$ cat src/design/ucs_pkg.sv
// ----------------------------------------------------------------------------
// ucs_pkg: shared types and constants for the UTF-8 CJK space separator
//
// Holds the configuration record, the character record that travels from
// the decoder front end to the output back end, and the register indexes.
// ----------------------------------------------------------------------------
package ucs_pkg;

  localparam int CpW      = 21;
  localparam int CfgIdxW  = 8;
  localparam int CfgDataW = 32;
  localparam int QDepth   = 4;
  localparam int QPtrW    = $clog2(QDepth);
  localparam int QCntW    = $clog2(QDepth + 1);

  localparam logic [7:0] SpaceByte = 8'h20;

  localparam logic [CfgIdxW-1:0] RegRangeALow  = CfgIdxW'(0);
  localparam logic [CfgIdxW-1:0] RegRangeAHigh = CfgIdxW'(1);
  localparam logic [CfgIdxW-1:0] RegRangeBLow  = CfgIdxW'(2);
  localparam logic [CfgIdxW-1:0] RegRangeBHigh = CfgIdxW'(3);

  localparam logic [CpW-1:0] RangeALowRst  = 21'h004E00;
  localparam logic [CpW-1:0] RangeAHighRst = 21'h009FFF;
  localparam logic [CpW-1:0] RangeBLowRst  = 21'h003400;
  localparam logic [CpW-1:0] RangeBHighRst = 21'h004DBF;

  typedef struct packed {
    logic [CpW-1:0] a_low;
    logic [CpW-1:0] a_high;
    logic [CpW-1:0] b_low;
    logic [CpW-1:0] b_high;
  } cfg_t;

  // One decoded character or one error report.
  typedef struct packed {
    logic [3:0][7:0] bytes;
    logic [2:0]      len;
    logic            space;
    logic            last;
    logic            err;
  } rec_t;

endpackage

$ cat src/design/ucs_front.sv
// ----------------------------------------------------------------------------
// ucs_front: UTF-8 decoder and classifier
// Accepts one byte per cycle while the record queue has room, checks lead
// and continuation bytes, builds the code point, classifies it against both
// CJK ranges and decides whether a space goes in front. A complete character
// or an error becomes one record.
// ----------------------------------------------------------------------------
module ucs_front (
  input  logic          clk_i,
  input  logic          rst_ni,
  input  ucs_pkg::cfg_t cfg_i,
  input  logic          in_valid_i,
  output logic          in_ready_o,
  input  logic [7:0]    in_byte_i,
  input  logic          in_last_i,
  input  logic          full_i,
  output logic          push_o,
  output ucs_pkg::rec_t rec_o
);
  import ucs_pkg::*;

  logic [2:0]     exp_len_q, exp_len_d;
  logic [2:0]     seen_q, seen_d;
  logic [CpW-1:0] cp_q, cp_d;
  logic           plain_q, plain_d;
  logic           nonempty_q, nonempty_d;
  logic           lastsp_q, lastsp_d;
  logic           err_q, err_d;
  logic [7:0]     pend_q [3];

  logic           accept;
  logic           pend_we;
  logic           clear;
  logic [2:0]     len_c;
  logic [CpW-1:0] cp_c;
  logic           bad;
  logic [2:0]     rem;
  logic [CpW-1:0] cont_bits;
  logic           cjk;
  logic [7:0]     first_byte;

  function automatic logic is_ws(input logic [7:0] b);
    return (b == SpaceByte) || ((b >= 8'h09) && (b <= 8'h0D));
  endfunction

  assign in_ready_o = !full_i;
  assign accept     = in_valid_i && !full_i;

  always_comb begin
    rem = exp_len_q - seen_q - 3'd1;
    case (rem)
      3'd0:    cont_bits = CpW'(in_byte_i[5:0]);
      3'd1:    cont_bits = CpW'(in_byte_i[5:0]) << 6;
      default: cont_bits = CpW'(in_byte_i[5:0]) << 12;
    endcase
  end

  always_comb begin
    bad   = 1'b0;
    len_c = exp_len_q;
    cp_c  = cp_q | cont_bits;
    if (seen_q == 3'd0) begin
      if (!in_byte_i[7]) begin
        len_c = 3'd1;
        cp_c  = CpW'(in_byte_i);
      end else if (in_byte_i[7:5] == 3'b110) begin
        len_c = 3'd2;
        cp_c  = {10'd0, in_byte_i[4:0], 6'd0};
      end else if (in_byte_i[7:4] == 4'b1110) begin
        len_c = 3'd3;
        cp_c  = {5'd0, in_byte_i[3:0], 12'd0};
      end else if (in_byte_i[7:3] == 5'b11110) begin
        len_c = 3'd4;
        cp_c  = {in_byte_i[2:0], 18'd0};
      end else begin
        bad = 1'b1;
      end
    end else begin
      bad = (in_byte_i[7:6] != 2'b10);
    end
  end

  assign cjk = ((cp_c >= cfg_i.a_low) && (cp_c <= cfg_i.a_high)) ||
               ((cp_c >= cfg_i.b_low) && (cp_c <= cfg_i.b_high));
  assign first_byte = (len_c == 3'd1) ? in_byte_i : pend_q[0];

  always_comb begin
    exp_len_d  = exp_len_q;
    seen_d     = seen_q;
    cp_d       = cp_q;
    plain_d    = plain_q;
    nonempty_d = nonempty_q;
    lastsp_d   = lastsp_q;
    err_d      = err_q;
    push_o     = 1'b0;
    pend_we    = 1'b0;
    clear      = 1'b0;
    rec_o      = '0;
    rec_o.len  = 3'd1;
    rec_o.last = in_last_i;
    rec_o.err  = 1'b1;
    if (accept) begin
      if (err_q) begin
        push_o = in_last_i;
        clear  = in_last_i;
      end else if (bad) begin
        push_o = 1'b1;
        clear  = in_last_i;
        err_d  = 1'b1;
      end else if ((seen_q + 3'd1) < len_c) begin
        if (in_last_i) begin
          push_o = 1'b1;
          clear  = 1'b1;
        end else begin
          pend_we   = 1'b1;
          seen_d    = seen_q + 3'd1;
          exp_len_d = len_c;
          cp_d      = cp_c;
        end
      end else begin
        push_o         = 1'b1;
        rec_o.err      = 1'b0;
        rec_o.len      = len_c;
        rec_o.bytes[0] = first_byte;
        rec_o.bytes[1] = (len_c == 3'd2) ? in_byte_i : pend_q[1];
        rec_o.bytes[2] = (len_c == 3'd3) ? in_byte_i : pend_q[2];
        rec_o.bytes[3] = in_byte_i;
        if (cjk) begin
          rec_o.space = nonempty_q && !lastsp_q;
        end else begin
          rec_o.space = !plain_q && nonempty_q && !is_ws(first_byte);
        end
        plain_d    = !cjk;
        nonempty_d = 1'b1;
        lastsp_d   = is_ws(in_byte_i);
        seen_d     = 3'd0;
        exp_len_d  = 3'd0;
        cp_d       = '0;
        clear      = in_last_i;
      end
    end
    if (clear) begin
      exp_len_d  = 3'd0;
      seen_d     = 3'd0;
      cp_d       = '0;
      plain_d    = 1'b0;
      nonempty_d = 1'b0;
      lastsp_d   = 1'b0;
      err_d      = 1'b0;
    end
  end

  always_ff @(posedge clk_i or negedge rst_ni) begin
    if (!rst_ni) begin
      exp_len_q  <= 3'd0;
      seen_q     <= 3'd0;
      cp_q       <= '0;
      plain_q    <= 1'b0;
      nonempty_q <= 1'b0;
      lastsp_q   <= 1'b0;
      err_q      <= 1'b0;
    end else begin
      exp_len_q  <= exp_len_d;
      seen_q     <= seen_d;
      cp_q       <= cp_d;
      plain_q    <= plain_d;
      nonempty_q <= nonempty_d;
      lastsp_q   <= lastsp_d;
      err_q      <= err_d;
    end
  end

  always_ff @(posedge clk_i) begin
    if (pend_we) begin
      pend_q[seen_q[1:0]] <= in_byte_i;
    end
  end

endmodule

$ cat src/design/ucs_queue.sv
// ----------------------------------------------------------------------------
// ucs_queue: character record queue
//
// A small first-in first-out queue of character records that lets the
// decoder and the output stage stall independently.
// ----------------------------------------------------------------------------
module ucs_queue (
  input  logic          clk_i,
  input  logic          rst_ni,
  input  logic          push_i,
  input  ucs_pkg::rec_t rec_i,
  input  logic          pop_i,
  output logic          full_o,
  output logic          empty_o,
  output ucs_pkg::rec_t head_o
);
  import ucs_pkg::*;

  rec_t             mem_q [QDepth];
  logic [QPtrW-1:0] wptr_q, wptr_d;
  logic [QPtrW-1:0] rptr_q, rptr_d;
  logic [QCntW-1:0] cnt_q, cnt_d;

  assign full_o  = (cnt_q == QCntW'(QDepth));
  assign empty_o = (cnt_q == '0);
  assign head_o  = mem_q[rptr_q];

  always_comb begin
    wptr_d = push_i ? wptr_q + QPtrW'(1) : wptr_q;
    rptr_d = pop_i ? rptr_q + QPtrW'(1) : rptr_q;
    cnt_d  = cnt_q;
    if (push_i && !pop_i) begin
      cnt_d = cnt_q + QCntW'(1);
    end else if (pop_i && !push_i) begin
      cnt_d = cnt_q - QCntW'(1);
    end
  end

  always_ff @(posedge clk_i or negedge rst_ni) begin
    if (!rst_ni) begin
      wptr_q <= '0;
      rptr_q <= '0;
      cnt_q  <= '0;
    end else begin
      wptr_q <= wptr_d;
      rptr_q <= rptr_d;
      cnt_q  <= cnt_d;
    end
  end

  always_ff @(posedge clk_i) begin
    if (push_i) begin
      mem_q[wptr_q] <= rec_i;
    end
  end

endmodule

$ cat src/design/ucs_back.sv
// ----------------------------------------------------------------------------
// ucs_back: output byte sequencer
//
// Walks the record at the head of the queue one byte per cycle, the inserted
// space first, and holds each byte in an output register until it is taken.
// ----------------------------------------------------------------------------
module ucs_back (
  input  logic          clk_i,
  input  logic          rst_ni,
  input  ucs_pkg::rec_t head_i,
  input  logic          empty_i,
  output logic          pop_o,
  output logic          m_tvalid_o,
  input  logic          m_tready_i,
  output logic [7:0]    m_tdata_o,
  output logic          m_tlast_o,
  output logic [1:0]    m_tuser_o
);
  import ucs_pkg::*;

  logic [2:0] idx_q, idx_d;
  logic       ovalid_q, ovalid_d;
  logic [7:0] data_q;
  logic       tlast_q;
  logic       strend_q;
  logic       inv_q;

  logic       load;
  logic [2:0] total;
  logic       last_beat;
  logic [2:0] k;
  logic [7:0] sel_byte;

  assign total     = head_i.len + {2'd0, head_i.space};
  assign last_beat = (idx_q == (total - 3'd1));
  assign load      = !empty_i && (!ovalid_q || m_tready_i);
  assign pop_o     = load && last_beat;
  assign k         = idx_q - {2'd0, head_i.space};
  assign sel_byte  = (head_i.space && (idx_q == 3'd0)) ? SpaceByte : head_i.bytes[k[1:0]];

  always_comb begin
    idx_d    = idx_q;
    ovalid_d = ovalid_q && !m_tready_i;
    if (load) begin
      ovalid_d = 1'b1;
      idx_d    = last_beat ? 3'd0 : idx_q + 3'd1;
    end
  end

  always_ff @(posedge clk_i or negedge rst_ni) begin
    if (!rst_ni) begin
      idx_q    <= 3'd0;
      ovalid_q <= 1'b0;
    end else begin
      idx_q    <= idx_d;
      ovalid_q <= ovalid_d;
    end
  end

  always_ff @(posedge clk_i) begin
    if (load) begin
      data_q   <= sel_byte;
      tlast_q  <= last_beat;
      strend_q <= last_beat && head_i.last;
      inv_q    <= head_i.err;
    end
  end

  assign m_tvalid_o = ovalid_q;
  assign m_tdata_o  = data_q;
  assign m_tlast_o  = tlast_q;
  assign m_tuser_o  = {inv_q, strend_q};

`ifndef SYNTHESIS
  a_idx_in_record: assert property (@(posedge clk_i) disable iff (!rst_ni)
    !empty_i |-> (idx_q < total))
    else $error("byte index runs past the head record");

  a_error_single: assert property (@(posedge clk_i) disable iff (!rst_ni)
    (ovalid_q && inv_q) |-> (tlast_q && (data_q == 8'h00)))
    else $error("error result is not a single zero byte");

  a_end_is_last: assert property (@(posedge clk_i) disable iff (!rst_ni)
    (ovalid_q && strend_q) |-> tlast_q)
    else $error("string end flagged on a byte that does not close its record");

  a_load_shows: assert property (@(posedge clk_i) disable iff (!rst_ni)
    load |=> ovalid_q)
    else $error("loaded byte did not reach the output register");
`endif

endmodule

$ cat src/design/utf8_cjk_space_separator.sv
// ----------------------------------------------------------------------------
// utf8_cjk_space_separator: UTF-8 decoder that spaces out CJK characters
//
// Decodes a UTF-8 byte stream and re-emits it with spaces so that every CJK
// character stands alone; malformed or truncated input yields an error flag.
// ----------------------------------------------------------------------------
// An input byte is accepted every cycle while the four-entry character queue
// has room. The output stage emits one byte per cycle while its bytes are
// taken, so a character of n bytes leaves as n output bytes, or n + 1 when a
// space goes in front. A completed character passes through the character
// queue and then the output register before it appears at the output. An
// error report is a single result with out_byte zero; after it, bytes are
// dropped until the last byte of the string, which gives one more error
// result marked as the end of the string. Range registers are written
// through the config channel; the user must write them only while the block
// is idle, as the block itself does not enforce it. A range whose low
// exceeds its high is empty.
module utf8_cjk_space_separator (
  input  logic                            clk_i,
  input  logic                            rst_ni,
  input  logic                            s_axis_tvalid,
  output logic                            s_axis_tready,
  input  logic [7:0]                      s_axis_tdata,  // in_byte[7:0]
  input  logic                            s_axis_tlast,
  output logic                            m_axis_tvalid,
  input  logic                            m_axis_tready,
  output logic [7:0]                      m_axis_tdata,  // out_byte[7:0]
  output logic                            m_axis_tlast,
  output logic [1:0]                      m_axis_tuser,  // string_end[0], invalid[1]
  input  logic                            cfg_valid_i,
  output logic                            cfg_ready_o,
  input  logic [ucs_pkg::CfgIdxW-1:0]     cfg_index_i,
  input  logic [ucs_pkg::CfgDataW-1:0]    cfg_data_i
);
  import ucs_pkg::*;

  cfg_t cfg_q, cfg_d;
  rec_t rec;
  rec_t head;
  logic push;
  logic pop;
  logic full;
  logic empty;

  assign cfg_ready_o = 1'b1;

  always_comb begin
    cfg_d = cfg_q;
    if (cfg_valid_i) begin
      case (cfg_index_i)
        RegRangeALow:  cfg_d.a_low  = cfg_data_i[CpW-1:0];
        RegRangeAHigh: cfg_d.a_high = cfg_data_i[CpW-1:0];
        RegRangeBLow:  cfg_d.b_low  = cfg_data_i[CpW-1:0];
        RegRangeBHigh: cfg_d.b_high = cfg_data_i[CpW-1:0];
        default:       cfg_d = cfg_q;
      endcase
    end
  end

  always_ff @(posedge clk_i or negedge rst_ni) begin
    if (!rst_ni) begin
      cfg_q.a_low  <= RangeALowRst;
      cfg_q.a_high <= RangeAHighRst;
      cfg_q.b_low  <= RangeBLowRst;
      cfg_q.b_high <= RangeBHighRst;
    end else begin
      cfg_q <= cfg_d;
    end
  end

  ucs_front u_front (
    .clk_i      (clk_i),
    .rst_ni     (rst_ni),
    .cfg_i      (cfg_q),
    .in_valid_i (s_axis_tvalid),
    .in_ready_o (s_axis_tready),
    .in_byte_i  (s_axis_tdata),
    .in_last_i  (s_axis_tlast),
    .full_i     (full),
    .push_o     (push),
    .rec_o      (rec)
  );

  ucs_queue u_queue (
    .clk_i   (clk_i),
    .rst_ni  (rst_ni),
    .push_i  (push),
    .rec_i   (rec),
    .pop_i   (pop),
    .full_o  (full),
    .empty_o (empty),
    .head_o  (head)
  );

  ucs_back u_back (
    .clk_i      (clk_i),
    .rst_ni     (rst_ni),
    .head_i     (head),
    .empty_i    (empty),
    .pop_o      (pop),
    .m_tvalid_o (m_axis_tvalid),
    .m_tready_i (m_axis_tready),
    .m_tdata_o  (m_axis_tdata),
    .m_tlast_o  (m_axis_tlast),
    .m_tuser_o  (m_axis_tuser)
  );

endmodule

$ cat config.mk
export PLATFORM = sky130hd
export DESIGN_NAME = utf8_cjk_space_separator
export DESIGN_NICKNAME = d
export VERILOG_FILES = /design/src/design/ucs_pkg.sv /design/src/design/ucs_front.sv /design/src/design/ucs_queue.sv /design/src/design/ucs_back.sv /design/src/design/utf8_cjk_space_separator.sv
export SDC_FILE = /design/constraint.sdc
export NUM_CORES = 1
export LEC_CHECK = 0
export BUFFER_PORTS_ARGS = -buffer_cell sky130_fd_sc_hd__buf_2
export CORE_MARGIN = 2
export CORE_UTILIZATION = 40
export DETAILED_ROUTE_END_ITERATION = 10
export PLACE_DENSITY = 0.55
export SYNTH_ARGS = -nofsm -noshare
export SYNTH_HDL_FRONTEND = slang
export SYNTH_HIERARCHICAL = 1
export SYNTH_SLANG_ARGS = --single-unit
$ cat constraint.sdc
create_clock -name clk_i -period 5.5 [get_ports clk_i]
set_clock_uncertainty 0.05 [all_clocks]
set_input_delay 0.55 -clock clk_i [delete_from_list [all_inputs] [get_ports clk_i]]
set_output_delay 0.55 -clock clk_i [all_outputs]
set_load 0.1 [all_outputs]
* Word level (Yosys, flattened, before mapping) *
Memories as Yosys holds them, arrays and structs flattened.
Index checks and enable logic that the tools add are counted.

word-level totals
  memories kept = 2
  bits in registers = 137
  logic and storage cells = 194
  output and inout bits = 14
  input bits = 54
  bits in writable memories = 176

cells by class
  magnitude comparators = 10
  mux-type cells = 89
  reductions and logical operators = 42
  eq/ne operators = 19
  $add $sub $neg = 11
  bitwise operators = 1

memory list
  name            words  bits a word  read ports  clocked after memory_dff  wr ports  line             RTL
  u_queue.mem_q   4      38           1           0                         1         ucs_queue.sv:19  rec_t mem_q [QDepth];
  u_front.pend_q  3      8            3           0                         1         ucs_front.sv:29  logic [7:0] pend_q [3];

operator list
  kind                 count
  $mux 21              11
  $mux 36              4
  $mux 3               20
  $mux 1               48
  $ge 21x21->1         2
  $le 21x21->1         2
  $pmux 18 s2          1
  $mux 8               4
  $or 21x21->21        1
  $bmux 8 s2           1
  $eq 8x2->1 const B   2
  $eq 8x6->1 const B   2
  $ge 8x4->1 const B   2
  $le 8x4->1 const B   2
  $logic_and 1x1->1    15
  $logic_not 3->1      4
  $logic_not 1->1      10
  $add 3x1->3 const B  3
  $sub 3x1->3 const B  3
  $eq 8x1->1 const B   1
  $logic_not 8->1      1
  $reduce_and 2->1     4
  $reduce_and 4->1     2
  $eq 3x1->1 const B   2
  16 further kinds     25

* Longest topological paths before layout *
Gate-level depths: netlist of run 1.

  depth in word-level cells = 19
  gate-level depth with buffers = 17
  depth with buffers taken out = 17

* Hierarchy *
The synthesis of run 1 kept the hierarchy.

by module, submodules not included
  module                    sequential area each (µm²)  area each (µm²)  times used  cells an instance
  ucs_queue                 4739.5                      5924.4           1           233
  ucs_front                 1496.4                      5306.3           1           603
  utf8_cjk_space_separator  2142.1                      3507.1           1           184
  ucs_back                  430.4                       935.9            1           78

* Worst setup path after synthesis of run 1 *
No wires, ideal clock.

  kind = reg2reg
  from = register u_front.seen_q[0]
  to = memory u_queue/mem_q[0][2] in the netlist's numbering, data pin
  required time = 5.267 ns
  cell stages (with the launch flop) = 17
  buffers on the path = 0
  arrival = 4.035 ns
  setup slack = 1.232 ns
  library setup time = 0.183 ns
  clock period less this slack = 4.268 ns
  path through = dfrtp_1 inv_1 ha_1 inv_1 fa_1 xnor3_1 nand2_1 o32ai_1 a22oi_1 ha_1 nand2b_1 a2111oi_0 or4_1 a31oi_1 or4_1 a32oi_1 mux2i_1

RTL lines
  item                    line              RTL
  start, declared         ucs_front.sv:23   logic [2:0] seen_q, seen_d;
  start signal, assigned  ucs_front.sv:164  seen_q <= seen_d;
  end, declared           ucs_queue.sv:19

==> out/summary.txt, run 1 <==
================================================================================
Multi-input combinational cell area                                   6120 sq um
Die area                                                             40800 sq um
Count of final setup violators                                                 0
Via count of the first global-routing pass                                  9311
Maximum fanout along the worst path                                            5
Antenna violations before repair                                               0
Switching share of total power                                             35.4%
Initial DRC Count                                                            420
Average wire per standard cell                                           19.6 um
Data arrival, critical path                                              5320 ps
Count of final max-slew check failures                                         0
Number of buffers inserted by port buffering                                  55
Outcome                                                             finished, final reports clean
Count of max-cap constraint violations                                         0
TritonCTS buffer count                                                        35
Area of all sequential standard cells                                 8810 sq um
Total global-route track usage                                             16.9%
FF+latch count, synth                                                        313
Routed vias/inst                                                            5.22
Die Y-Extent                                                              202 um
Number of hold violations in the final report                                  0
DRT Pass-1 Iters                                                               4
Worst setup EP type                                                         flop
Launching point of the worst reg2reg path                           u_front/seen_q[0]$_DFFE_PN0P_
Gate count of the mapped netlist                                            1098
Global-route track usage on met1                                           22.4%
Internal power consumption                                               5.35 mW
Via count                                                                   8935
Clock root buffer master                                            sky130_fd_sc_hd__clkbuf_16
Number of nets with antenna violations after detailed routing                  0
Synth area leaders                                                  sky130_fd_sc_hd__edfxtp_1, sky130_fd_sc_hd__dfrtp_1, sky130_fd_sc_hd__ha_1
Worst hold slack across all endpoints                                     137 ps
Overall overflow remaining after global route                                  0
Slew at the pin with the worst max-slew slack                            1150 ps
CTS tree                                                                   built
Switching power of the nets                                              2.93 mW
Worst Setup Path Type                                                 reg -> reg
Final period utilization                                                   91.6%
Pwr per Cell Area                                                    475 nW/um^2
Length in cells of the worst reg-to-reg path                                  16
Aggregate negative setup slack                                              0 ps
Combinational power share                                                  34.4%
Total core area                                                      38600 sq um
Resized cells post-CTS                                                         0
First-pass GRT wire length                                              53500 um
Unrepaired setup endpoints after global routing                               no
Min-Delay Path Class                                                 in -> async
Remaining design rule violation count                                          0
Initial cell density of the core                                           40.6%
Smallest setup slack after layout                                         464 ps
Post-layout minimum cycle time                                           5040 ps
Achievable Freq                                                          199 MHz
Detail Placement HPWL                                                   22800 um
Met3 usage in global routing                                               2.39%
Post-synthesis cell type with the largest combined area             sky130_fd_sc_hd__edfxtp_1
Leakage power figure                                                     7.14 nW
R2R Setup Slk                                                             460 ps
Count of buffers added by post-CTS timing repair for setup                     0
Number of flops mapped to enable cells by yosys                              187
Sort of element at the start of the critical path                           flop
Total standard cell area after synthesis                             15700 sq um
Mapped Nets                                                                 1255
Post-synthesis sequential area ratio                                       56.2%
Final GP Congestion                                                        0.803
Met2 track demand over resource                                            28.9%
Most congested layer reported by global routing                             met2
Post-synthesis area per instance                                      14.3 sq um
Synth cell types                                                              77
Reg2Reg Capture Point                                               u_queue/mem_q[1][2]$_DFFE_PP_
Worst slew margin relative to its limit                                    23.3%
Yosys warnings                                                                 6
Worst-case clock buffer depth                                                  3
Count of fill cells added during filler insertion                           3487
Area fraction of the dominant cell type after synthesis                    35.8%
Number of placement rows                                                      72
Layout overhead on the synthesized area                                    11.3%
Horiz. Die Dim                                                            202 um
Fraction of final layout cells sized beyond drive strength 1               25.2%
Number of buffers added to fix hold violations after cts                       0
Number of antenna repair diodes                                                0
Sequential share of power                                                  39.4%
Clk Latency, worst-skew pair                                              530 ps
Largest net degree at the start of global routing                             81
Setup Slack @ Placement                                                   569 ps
Worst-case vdd ir drop                                                0.000253 V
Clock transition at path regs                                              60 ps
Leading register cell type out of synthesis                         sky130_fd_sc_hd__edfxtp_1
Share of synthesized flip-flops with an asynchronous set or reset          40.3%
WL final                                                                33500 um
Deepest level of the CTS H-tree                                                2
Number of sinks handled by clock tree synthesis                              313
Part of the power in the clock network                                     26.1%
Boundary Pins                                                                 68
Net count, final                                                            1324
CP required                                                              5780 ps
================================================================================
per-layer routing:
metal	up-vias	share of wire (%)
met3	49	3.0
met5	-	0
met2	143	49
met4	0	2.1
met1	4529	46
li1	4214	-
cells by family after synthesis:
kind of cell	count (synthesis)	synth area share, %
simple gates	189	6.60
xor+xnor	14	0.990
buf+inv	147	4.81
compound gates	164	7.14
mux	167	15.9
other cells	1	0.0239
fa+ha+maj	103	8.32
flops	313	56.2
flip-flops by register name, indices dropped and copies added, names as in the netlist:
register and count:
cfg_q 84, u_back/idx_q 3, u_back/inv_q 1, u_back/m_tdata_o 8, u_back/m_tlast_o 1, u_back/m_tvalid_o 1, u_back/strend_q 1, u_front/cp_q 21
u_front/err_q 1, u_front/exp_len_q 3, u_front/lastsp_q 1, u_front/nonempty_q 1, u_front/pend_q 24, u_front/plain_q 1, u_front/seen_q 3, u_queue/cnt_q 3
u_queue/mem_q 152, u_queue/rptr_q 2, u_queue/wptr_q 2
worst max-delay path, cell delays in order (launching register included):
cell,delay (ps)
sky130_fd_sc_hd__dfrtp_1,410
sky130_fd_sc_hd__inv_1,150
sky130_fd_sc_hd__ha_1,170
sky130_fd_sc_hd__inv_1,50
sky130_fd_sc_hd__fa_1,360
sky130_fd_sc_hd__xnor3_1,200
sky130_fd_sc_hd__and2_1,210
sky130_fd_sc_hd__o32ai_1,350
sky130_fd_sc_hd__a22o_1,380
sky130_fd_sc_hd__ha_1,330
sky130_fd_sc_hd__a21oi_1,150
sky130_fd_sc_hd__a21oi_1,70
sky130_fd_sc_hd__a2111oi_0,460
sky130_fd_sc_hd__a21oi_1,130
sky130_fd_sc_hd__or4_1,480
sky130_fd_sc_hd__a32oi_1,510
sky130_fd_sc_hd__mux2i_1,360
metrics by stage:
step,area (sq um),cells,utilization [%],total power [mW]
4_1_cts,17400,1711,45.1,8.43
6_report,17400,1711,45.1,8.29
3_5_place_dp,16400,1648,42.4,6.22
3_3_place_gp,16400,1648,42.4,6.17
2_1_floorplan,15700,1098,-,5.53
5_1_grt,17400,1711,45.1,8.78
final cells by class:
class | count | area share, %
Clock buffer | 52 | 5.52
Clock inverter | 11 | 0.517
Inverter | 106 | 2.28
Multi-Input combinational cell | 638 | 35.1
Sequential cell | 313 | 50.5
Tap cell | 518 | 3.72
Timing Repair Buffer | 73 | 2.37
worst max path at each step:
stage / startpoint / endpoint / slack (ps) / cells after the start
floorplan: u_front/seen_q[0]$_DFFE_PN0P_ / u_queue/mem_q[0][2]$_DFFE_PP_ / 1230 / 16
global placement: u_front/seen_q[0]$_DFFE_PN0P_ / u_queue/mem_q[0][2]$_DFFE_PP_ / 610 / 16
detailed placement: u_front/seen_q[0]$_DFFE_PN0P_ / u_queue/mem_q[3][2]$_DFFE_PP_ / 570 / 16
CTS: u_front/seen_q[0]$_DFFE_PN0P_ / u_queue/mem_q[1][2]$_DFFE_PP_ / 560 / 16
global route: u_front/seen_q[0]$_DFFE_PN0P_ / u_queue/mem_q[3][2]$_DFFE_PP_ / 140 / 16
finish: u_front/seen_q[0]$_DFFE_PN0P_ / u_queue/mem_q[1][2]$_DFFE_PP_ / 460 / 16
synthesized netlist by cell type, types with 3 or more instances:
| cell | instances |
|---|---|
| sky130_fd_sc_hd__edfxtp_1 | 187 |
| sky130_fd_sc_hd__inv_1 | 105 |
| sky130_fd_sc_hd__ha_1 | 101 |
| sky130_fd_sc_hd__dfrtp_1 | 94 |
| sky130_fd_sc_hd__nor2_1 | 68 |
| sky130_fd_sc_hd__mux2_4 | 60 |
| sky130_fd_sc_hd__a21oi_1 | 45 |
| sky130_fd_sc_hd__mux2i_1 | 43 |
| sky130_fd_sc_hd__mux4_2 | 38 |
| sky130_fd_sc_hd__nand2_1 | 35 |
| sky130_fd_sc_hd__dfstp_2 | 32 |
| sky130_fd_sc_hd__a22o_1 | 29 |
| sky130_fd_sc_hd__o21ai_0 | 29 |
| sky130_fd_sc_hd__mux2_2 | 24 |
| sky130_fd_sc_hd__nand4_1 | 16 |
| sky130_fd_sc_hd__and2_1 | 14 |
| sky130_fd_sc_hd__buf_6 | 12 |
| sky130_fd_sc_hd__clkbuf_1 | 12 |
| sky130_fd_sc_hd__nand3_1 | 10 |
| sky130_fd_sc_hd__o22ai_1 | 10 |
| sky130_fd_sc_hd__a21o_1 | 9 |
| sky130_fd_sc_hd__o211ai_1 | 8 |
| sky130_fd_sc_hd__xor2_1 | 8 |
| sky130_fd_sc_hd__buf_4 | 7 |
| sky130_fd_sc_hd__a31oi_1 | 6 |
| sky130_fd_sc_hd__nand2b_1 | 6 |
| sky130_fd_sc_hd__buf_12 | 5 |
| sky130_fd_sc_hd__nor2b_1 | 5 |
| sky130_fd_sc_hd__a211oi_1 | 4 |
| sky130_fd_sc_hd__buf_2 | 4 |
| sky130_fd_sc_hd__xnor2_1 | 4 |
| sky130_fd_sc_hd__a2111oi_0 | 3 |
| sky130_fd_sc_hd__and4_1 | 3 |
| sky130_fd_sc_hd__nand3b_1 | 3 |
| sky130_fd_sc_hd__nor3_1 | 3 |
placed cells by master (no fill, tap or decap), types with 3 or more instances in the layout:
cell type | netlist | final
sky130_fd_sc_hd__edfxtp_1 | 187 | 187
sky130_fd_sc_hd__inv_1 | 105 | 105
sky130_fd_sc_hd__ha_1 | 101 | 101
sky130_fd_sc_hd__dfrtp_1 | 94 | 93
sky130_fd_sc_hd__nor2_1 | 68 | 68
sky130_fd_sc_hd__mux2_4 | 60 | 60
sky130_fd_sc_hd__buf_2 | 4 | 54
sky130_fd_sc_hd__a21oi_1 | 45 | 44
sky130_fd_sc_hd__mux2i_1 | 43 | 43
sky130_fd_sc_hd__mux4_2 | 38 | 38
sky130_fd_sc_hd__clkbuf_16 | 0 | 35
sky130_fd_sc_hd__nand2_1 | 35 | 35
sky130_fd_sc_hd__dfstp_2 | 32 | 32
sky130_fd_sc_hd__o21ai_0 | 29 | 29
sky130_fd_sc_hd__a22o_1 | 29 | 29
sky130_fd_sc_hd__mux2_2 | 24 | 24
sky130_fd_sc_hd__buf_4 | 7 | 19
sky130_fd_sc_hd__nand4_1 | 16 | 16
sky130_fd_sc_hd__clkbuf_1 | 12 | 14
sky130_fd_sc_hd__and2_1 | 14 | 10
sky130_fd_sc_hd__nand3_1 | 10 | 10
sky130_fd_sc_hd__o22ai_1 | 10 | 10
sky130_fd_sc_hd__a21o_1 | 9 | 9
sky130_fd_sc_hd__xor2_1 | 8 | 8
sky130_fd_sc_hd__o211ai_1 | 8 | 8
sky130_fd_sc_hd__nand2b_1 | 6 | 6
sky130_fd_sc_hd__a31oi_1 | 6 | 6
sky130_fd_sc_hd__nor2b_1 | 5 | 5
sky130_fd_sc_hd__xnor2_1 | 4 | 4
sky130_fd_sc_hd__a211oi_1 | 4 | 4
sky130_fd_sc_hd__and2_2 | 0 | 4
sky130_fd_sc_hd__clkinv_2 | 0 | 3
sky130_fd_sc_hd__clkinv_1 | 0 | 3
sky130_fd_sc_hd__nand3b_1 | 3 | 3
sky130_fd_sc_hd__nor3_1 | 3 | 3
sky130_fd_sc_hd__and4_1 | 3 | 3
sky130_fd_sc_hd__a2111oi_0 | 3 | 3
power groups by stage:
stage	clock network [mW]	logic (mW)	registers [mW]
after floorplan	0	2.07	3.47
after global placement	0	2.86	3.31
after detailed placement	0	2.90	3.32
after CTS	2.24	2.91	3.28
after global routing	2.32	3.14	3.32
final	2.16	2.85	3.27
No activity file was read; power rests on OpenSTA's default activity.
==> run 2: changes to the inputs <==
PLACE_DENSITY = default   (was 0.55)
==> run 2 against run 1 <==
  * Non-clock buffer count is 7 higher
  * Clock power is 11% higher
  * Cell area is 1.1% higher
  * First-iteration DRC count is 6.9% higher
  * Via count is 0.19% higher
  * Sequential share of layout area is 0.57 points lower
  * Setup slack better by 120 ps
  * Cell count is 0.47% higher
  * Wire length is 0.28% higher
  * Critical endpoint unchanged
  * Largest cell class unchanged
==> out/summary.txt, run 2 (synthesized netlist as in run 1, its figures left out) <==
=====================================================================================
Data arrival, critical path                                                   5190 ps   -130 ps
Count of max-cap constraint violations                                              0   unchanged
Most frequent standard cell in the layout excluding fill and tap cells   sky130_fd_sc_hd__edfxtp_1
Sort of element at the start of the critical path                                flop
Number of flip-flops in the largest register                                      152   unchanged
Initial cell density of the core                                                40.6%   unchanged
Number of buffers inserted by port buffering                                       55   unchanged
Count of buffering cells on the critical path with inverters included               4   +2
Area after detailed placement                                             16400 sq um   +0.28%
Routed vias/inst                                                                 5.21   -0.28%
Maximum fanout along the worst path                                                 6   +1
Launching point of the worst reg2reg path                                u_front/seen_q[0]$_DFFE_PN0P_
Average wire per standard cell                                                19.6 um   -0.19%
Worst-case clock buffer depth                                                       3   unchanged
Slew at the pin with the worst max-slew slack                                 1080 ps   -67.5 ps
Worst path top cell family by delay                                      compound AO/OA/AOI/OAI gates
Cells after DPL                                                                  1654   +0.36%
Number of nets with antenna violations after detailed routing                       0   unchanged
Pwr per Cell Area                                                         483 nW/um^2   +1.7%
WL final                                                                     33600 um   +0.28%
Most congested layer reported by global routing                                  met2
Cells traversed along the worst timing path                              inv_1 -> ha_1 -> inv_1 -> fa_1 -> xnor3_1 -> nand2_1 -> o32ai_1 -> buf_4 -> a22oi_1 -> buf_4 -> ha_1 -> nand2b_1 -> a2111oi_0 -> or4_1 -> a31oi_1 -> or4_1 -> a32oi_1 -> mux2i_1
Total global-route track usage                                                  16.9%   +0.066 points
Origin of the worst min-delay path                                       m_axis_tready
Hold Path Stages                                                                    2
Aggregate negative setup slack                                                   0 ps   unchanged
Final GP Congestion                                                             0.818   +1.8%
CTS tree                                                                        built
Reg2Reg Capture Point                                                    u_queue/mem_q[1][2]$_DFFE_PP_
Sink of the worst hold path                                              u_back/m_tvalid_o$_DFF_PN0_
Number of antenna repair diodes                                                     0   unchanged
Highest-delay cell along the critical path                               sky130_fd_sc_hd__a32oi_1
First-pass GRT wire length                                                   53800 um   +0.58%
Fraction of final layout cells sized beyond drive strength 1                    26.1%   +0.83 points
Overall overflow remaining after global route                                       0   unchanged
Most frequent cells in the layout                                        sky130_fd_sc_hd__edfxtp_1, sky130_fd_sc_hd__inv_1, sky130_fd_sc_hd__ha_1, sky130_fd_sc_hd__dfrtp_1, sky130_fd_sc_hd__nor2_1
Largest register by flop count                                           u_queue/mem_q
Number of logic stages on the critical path including buffering                    18   +2
Detail Placement HPWL                                                        22800 um   -0.23%
Die area                                                                  40800 sq um   unchanged
Clock transition at path regs                                                   60 ps   about the same
Design area                                                               17600 sq um   +1.1%
Worst Setup Path Type                                                      reg -> reg
Total core area                                                           38600 sq um   unchanged
Boundary Pins                                                                      68   unchanged
Met2 track demand over resource                                                 28.5%   -0.45 points
Worst slew margin relative to its limit                                         27.8%   +4.5 points
Final period utilization                                                        89.4%   -2.2 points
Outcome                                                                  finished, final reports clean
Number of placement rows                                                           72   unchanged
Largest stage delay, worst path                                                480 ps   -30 ps
DRT Pass-1 Iters                                                                    5   +1
Number of standard cells in the final layout excluding fillers                   1719   +0.47%
Remaining design rule violation count                                               0   unchanged
Initial DRC Count                                                                 449   +6.9%
Post-layout minimum cycle time                                                4920 ps   -121 ps
Global-route track usage on met1                                                22.5%   +0.13 points
Clk Latency, worst-skew pair                                                   530 ps   about the same
Die Y-Extent                                                                   202 um   unchanged
Min-Delay Path Class                                                        in -> reg
Largest net degree at the start of global routing                                  64   -21%
Unrepaired setup endpoints after global routing                                    no
TritonCTS buffer count                                                             35   unchanged
Clock root buffer master                                                 sky130_fd_sc_hd__clkbuf_16
Antenna violations before repair                                                    0   unchanged
Count of buffers added by post-CTS timing repair for setup                          0   unchanged
Leakage power figure                                                          7.25 nW   +1.6%
Count of final max-slew check failures                                              0   unchanged
Number of hold violations in the final report                                       0   unchanged
Length in cells of the worst reg-to-reg path                                       18   +2
Count of fill cells added during filler insertion                                3426   -1.7%
Worst-case vdd ir drop                                                     0.000265 V   +4.9%
Via count                                                                        8952   +0.19%
Via count of the first global-routing pass                                       9545   +2.5%
Net count, final                                                                 1331   +0.53%
Worst setup EP type                                                              flop
Layout overhead on the synthesized area                                         12.5%
Count of final setup violators                                                      0   unchanged
Number of sinks handled by clock tree synthesis                                   313   unchanged
R2R Setup Slk                                                                  580 ps   +120 ps
Horiz. Die Dim                                                                 202 um   unchanged
Achievable Freq                                                               203 MHz   +2.5%
Met3 usage in global routing                                                    2.66%   +0.27 points
CP required                                                                   5780 ps   about the same
Deepest level of the CTS H-tree                                                     2   unchanged
=====================================================================================
## run 2: cell types whose count changed in the layout (fill, tap and decap cells not counted), moves of 2 or more
cell / delta
sky130_fd_sc_hd__buf_4: +6
sky130_fd_sc_hd__bufinv_16: +4
sky130_fd_sc_hd__clkbuf_1: -7
sky130_fd_sc_hd__clkinv_1: +2
sky130_fd_sc_hd__clkinv_2: +2
sky130_fd_sc_hd__clkinvlp_4: -2
sky130_fd_sc_hd__inv_16: -2
## run 2: power breakdown
group | total [mW] | switching [mW] | leakage [nW] | internal (mW)
sequential | 3.21 | 0.155 | 3.34 | 3.05
clock | 2.40 | 0.952 | 0.584 | 1.44
combinational | 2.92 | 1.84 | 3.33 | 1.08
## run 2: layout make-up
| class | instances | area (sq um) | area share, % |
|---|---|---|---|
| flip-flops and latches | 313 | 8810 | 49.9 |
| repair buffers | 80 | 468 | 2.65 |
| inverters | 106 | 398 | 2.26 |
| clock buffers | 46 | 968 | 5.49 |
| clock inverters | 18 | 228 | 1.29 |
| well taps | 518 | 648 | 3.67 |
| multi-input cells | 638 | 6120 | 34.7 |
## run 2: how the worst max path moves through the flow
stage	startpoint	end	slack, ps
after floorplan	u_front/seen_q[0]$_DFFE_PN0P_	u_queue/mem_q[0][2]$_DFFE_PP_	1230
after global placement	u_front/seen_q[0]$_DFFE_PN0P_	u_queue/mem_q[0][2]$_DFFE_PP_	750
after detailed placement	u_front/seen_q[0]$_DFFE_PN0P_	u_queue/mem_q[1][2]$_DFFE_PP_	640
after CTS	u_front/seen_q[0]$_DFFE_PN0P_	u_queue/mem_q[1][2]$_DFFE_PP_	620
after global routing	u_front/seen_q[0]$_DFFE_PN0P_	u_queue/mem_q[2][2]$_DFFE_PP_	270
final	u_front/seen_q[0]$_DFFE_PN0P_	u_queue/mem_q[1][2]$_DFFE_PP_	580
## run 2: stage by stage
stage | setup WS [ps] | total power, mW | utilization, % | hold WS [ps]
2_1_floorplan | 1230 | 5.53 | - | 204
3_3_place_gp | 752 | 6.14 | 42.5 | 322
3_5_place_dp | 641 | 6.20 | 42.5 | 322
4_1_cts | 619 | 8.63 | 45.6 | 152
5_1_grt | 266 | 9.00 | 45.6 | 161
6_report | 585 | 8.52 | 45.6 | 171
## run 2: metal layers
| metal | part of all wire, % | vias to the layer above |
|---|---|---|
| met1 | 45 | 4489 |
| li1 | - | 4234 |
| met5 | 0 | - |
| met3 | 4.0 | 52 |
| met2 | 49 | 177 |
| met4 | 2.5 | 0 |
## run 2: repair_timing
item,CTS,global route
hold buffers,1,0
endpoints found under the setup margin,0,0
hold endpoints to repair,6,0
gates resized for setup,0,0
==> run 3: changes to the inputs <==
ABC_AREA = 1   (was default)
==> run 3 against run 2 <==
  * Worst hold slack got worse by 74 ps
  * Maximum frequency up 7.7%
  * Clock-buffer cell count shrank 2
  * Synthesized area up 7.9%
  * Register-to-register slack better by 350 ps
  * Cell count grew 39%
  * Largest cell class unchanged
  * Highest routed layer unchanged
==> out/summary.txt, run 3 <==
==========================================================================================
Largest stage delay, worst path                                                     400 ps   -80 ps
Mapped Nets                                                                           1947   +55%
Largest register by flop count                                                u_queue/mem_q
Synth cell types                                                                        54   -30%
Overall overflow remaining after global route                                            0   unchanged
Leakage power figure                                                               8.52 nW   +17%
Setup Slack @ Placement                                                            1000 ps   +364 ps
Maximum fanout along the worst path                                                      7   +1
Smallest setup slack after layout                                                   937 ps   +352 ps
Deepest level of the CTS H-tree                                                          2   unchanged
Worst-case vdd ir drop                                                          0.000307 V   +16%
Number of flops mapped to enable cells by yosys                                        187   unchanged
Post-layout minimum cycle time                                                     4560 ps   -352 ps
Cells after DPL                                                                       2323   +40%
Cells traversed along the worst timing path                                   inv_1 -> ha_1 -> inv_1 -> fa_1 -> xnor2_1 -> xor2_1 -> nand3_1 -> nand2_1 -> o21ai_0 -> a32oi_1 -> inv_1 -> ha_1 -> nand4_1 -> nor2_1 -> nand3_1 -> o21bai_1 -> nand3_1 -> nand2_1 -> nand2_1 -> nand2_1 -> nand2_1 -> nand2_1 -> a21oi_2
Most frequent standard cell in the layout excluding fill and tap cells        sky130_fd_sc_hd__nand2_1
Total core area                                                                41900 sq um   +8.3%
Boundary Pins                                                                           68   unchanged
Routed vias/inst                                                                      5.07   -2.5%
Area after detailed placement                                                  17400 sq um   +6.0%
Highest-delay cell along the critical path                                    sky130_fd_sc_hd__dfrtp_1
Total chip power                                                                   9.26 mW   +8.7%
Synthesized-area fraction occupied by and/or/nand/nor cells                          18.3%   +12 points
Worst hold slack across all endpoints                                              96.5 ps   -74.0 ps
Synthesized-area fraction occupied by xor and xnor cells                            0.555%   -0.44 points
Final period utilization                                                             83.0%   -6.4 points
Average wire per standard cell                                                     16.9 um   -14%
WL final                                                                          40400 um   +20%
Via count                                                                            12114   +35%
Area fraction of the dominant cell type after synthesis                              33.2%   -2.6 points
Yosys warnings                                                                           6   unchanged
Sort of element at the start of the critical path                                     flop
Outcome                                                                       finished, final reports clean
FF+latch count, synth                                                                  313   unchanged
First-pass GRT wire length                                                        63500 um   +18%
TritonCTS buffer count                                                                  36   +2.9%
Clk Latency, worst-skew pair                                                        550 ps   +20 ps
Die Y-Extent                                                                        210 um   +3.8%
Ranking of synthesized cells by instance count                                sky130_fd_sc_hd__nand2_1, sky130_fd_sc_hd__inv_1, sky130_fd_sc_hd__edfxtp_1
Share of synthesized cell area in full adder, half adder and majority cells          7.71%   -0.61 points
DRT Pass-1 Iters                                                                         5   unchanged
Combinational family with the most area after synthesis                       simple AND/OR/NAND/NOR gates
Number of buffers added to fix hold violations after cts                                 0   -1
Remaining design rule violation count                                                    0   unchanged
Count of max-cap constraint violations                                                   0   unchanged
Gate count of the mapped netlist                                                      1790   +63%
Initial DRC Count                                                                      707   +57%
Worst Setup Path Type                                                           reg -> reg
Count of final setup violators                                                           0   unchanged
Multi-input combinational cell area                                             6420 sq um   +4.9%
Antenna violations before repair                                                         0   unchanged
CP most frequent cell                                                         sky130_fd_sc_hd__nand2_1
Design area                                                                    18600 sq um   +5.7%
Share of synthesized flip-flops with an asynchronous set or reset                    40.3%   unchanged
Count of fill cells added during filler insertion                                     4056   +18%
Post-synthesis sequential area ratio                                                 52.1%   -4.1 points
Net count, final                                                                      1979   +49%
CP required                                                                        5830 ps   +50 ps
Clock root buffer master                                                      sky130_fd_sc_hd__clkbuf_16
Number of flip-flops in the largest register                                           152   unchanged
Number of nets with antenna violations after detailed routing                            0   unchanged
Final GP Congestion                                                                  0.840   +2.6%
Worst-case clock buffer depth                                                            3   unchanged
Number of hold violations in the final report                                            0   unchanged
Worst slew margin relative to its limit                                              20.5%   -7.3 points
Largest net degree at the start of global routing                                       82   +28%
Pwr per Cell Area                                                              497 nW/um^2   +2.9%
Data arrival, critical path                                                        4890 ps   -300 ps
Total standard cell area after synthesis                                       16900 sq um   +7.9%
Die area                                                                       44000 sq um   +7.8%
Length in cells of the worst reg-to-reg path                                            23   +5
Synth area leaders                                                            sky130_fd_sc_hd__edfxtp_1, sky130_fd_sc_hd__dfrtp_1, sky130_fd_sc_hd__nand2_1
Unrepaired setup endpoints after global routing                                         no
Horiz. Die Dim                                                                      210 um   +3.8%
Via count of the first global-routing pass                                           11795   +24%
Count of final max-slew check failures                                                   0   unchanged
Mux contribution to synthesized area                                                    0%   -16 points
Aggregate negative setup slack                                                        0 ps   unchanged
Number of sinks handled by clock tree synthesis                                        313   unchanged
Complex-gate fraction of the synthesized area                                        11.3%   +4.2 points
Number of placement rows                                                                75   +4.2%
Min-Delay Path Class                                                           in -> async
Number of buffers inserted by port buffering                                            55   unchanged
Worst setup EP type                                                                   flop
Top-count cell post-synth                                                     sky130_fd_sc_hd__nand2_1
Detail Placement HPWL                                                             26500 um   +16%
Clock transition at path regs                                                        60 ps   about the same
Area of all sequential standard cells                                           8810 sq um   about the same
Initial cell density of the core                                                     40.4%   -0.13 points
Post-synthesis area per instance                                                9.45 sq um   -34%
Leading register cell type out of synthesis                                   sky130_fd_sc_hd__edfxtp_1
Final Util                                                                           44.5%   -1.1 points
CTS tree                                                                             built
Most frequent cells in the layout                                             sky130_fd_sc_hd__nand2_1, sky130_fd_sc_hd__inv_1, sky130_fd_sc_hd__edfxtp_1, sky130_fd_sc_hd__nand3_1, sky130_fd_sc_hd__ha_1
Number of antenna repair diodes                                                          0   unchanged
Fraction of final layout cells sized beyond drive strength 1                         13.5%   -13 points
Post-synthesis cell type with the largest combined area                       sky130_fd_sc_hd__edfxtp_1
Number of standard cells in the final layout excluding fillers                        2387   +39%
Resized cells post-CTS                                                                   0   unchanged
Total global-route track usage                                                       18.5%   +1.6 points
Achievable Freq                                                                    219 MHz   +7.7%
Count of buffers added by post-CTS timing repair for setup                               0   unchanged
Layout overhead on the synthesized area                                              10.2%
Slew at the pin with the worst max-slew slack                                      1190 ps   +107 ps
==========================================================================================
run 3: changes by cell type in the layout (fill, tap and decap cells not counted), moves of 28 or more:
| cell | before | now |
|---|---|---|
| sky130_fd_sc_hd__a22o_1 | 29 | 1 |
| sky130_fd_sc_hd__inv_1 | 105 | 292 |
| sky130_fd_sc_hd__mux2_4 | 60 | 0 |
| sky130_fd_sc_hd__mux2i_1 | 43 | 0 |
| sky130_fd_sc_hd__mux4_2 | 38 | 0 |
| sky130_fd_sc_hd__nand2_1 | 35 | 463 |
| sky130_fd_sc_hd__nand3_1 | 10 | 110 |
| sky130_fd_sc_hd__o211ai_1 | 8 | 50 |
| sky130_fd_sc_hd__o211ai_2 | 1 | 30 |
| sky130_fd_sc_hd__o21ai_0 | 29 | 78 |
run 3: kinds of logic after synthesis:
logic type	Yosys count
XOR/XNOR	9
adder cells (fa/ha/maj)	103
AO/OA/AOI/OAI	274
other	1
AND/OR/NAND/NOR	711
buffers and inverters	379
flip-flops	313
run 3: metal layers:
| metal | routed length, um | global-route usage (%) | up-vias |
|---|---|---|---|
| met4 | 1090 | 6.33 | 0 |
| met1 | 18000 | 23.8 | 5797 |
| met5 | 0 | 0 | - |
| met3 | 1620 | 3.11 | 64 |
| li1 | - | - | 6011 |
| met2 | 19600 | 31.7 | 242 |
run 3: final timing paths:
path / from / endpoint / slack, ps
max: u_front/seen_q[0]$_DFFE_PN0P_ / u_queue/mem_q[1][2]$_DFFE_PP_ / 940
min: rst_ni / cfg_q[64]$_DFFE_PN0P_ / 100
max reg2reg: u_front/seen_q[0]$_DFFE_PN0P_ / u_queue/mem_q[1][2]$_DFFE_PP_ / 940
min reg2reg: cfg_q[49]$_DFFE_PN1P_ / cfg_q[49]$_DFFE_PN1P_ / 410
max in group asynchronous: rst_ni / cfg_q[15]$_DFFE_PN0P_ / 3930
min in group clk_i: m_axis_tready / u_back/m_tvalid_o$_DFF_PN0_ / 170
run 3: final cells by class:
cell class,instances,area share (%)
Multi-Input combinational cell,1098,34.4
Clock inverter,20,1.46
Tap cell,539,3.62
Sequential cell,313,47.3
Inverter,308,6.21
Clock buffer,44,5.11
Timing Repair Buffer,65,1.89
run 3: power breakdown:
group          internal [mW]  switching (mW)  leakage [nW]
Sequential              3.04           0.230          3.35
Combinational           1.02            2.48          4.57
Clock                   1.52           0.971         0.597
Total                   5.58            3.68          8.52
run 3: critical path, delay by kind of cell (launching register included):
kind	cells	cell delay (ps)
AND/OR/NAND/NOR	11	1500
adder cells (fa/ha/maj)	3	860
AO/OA/AOI/OAI	4	770
buffers and inverters	3	420
flip-flops	1	400
XOR/XNOR	2	370
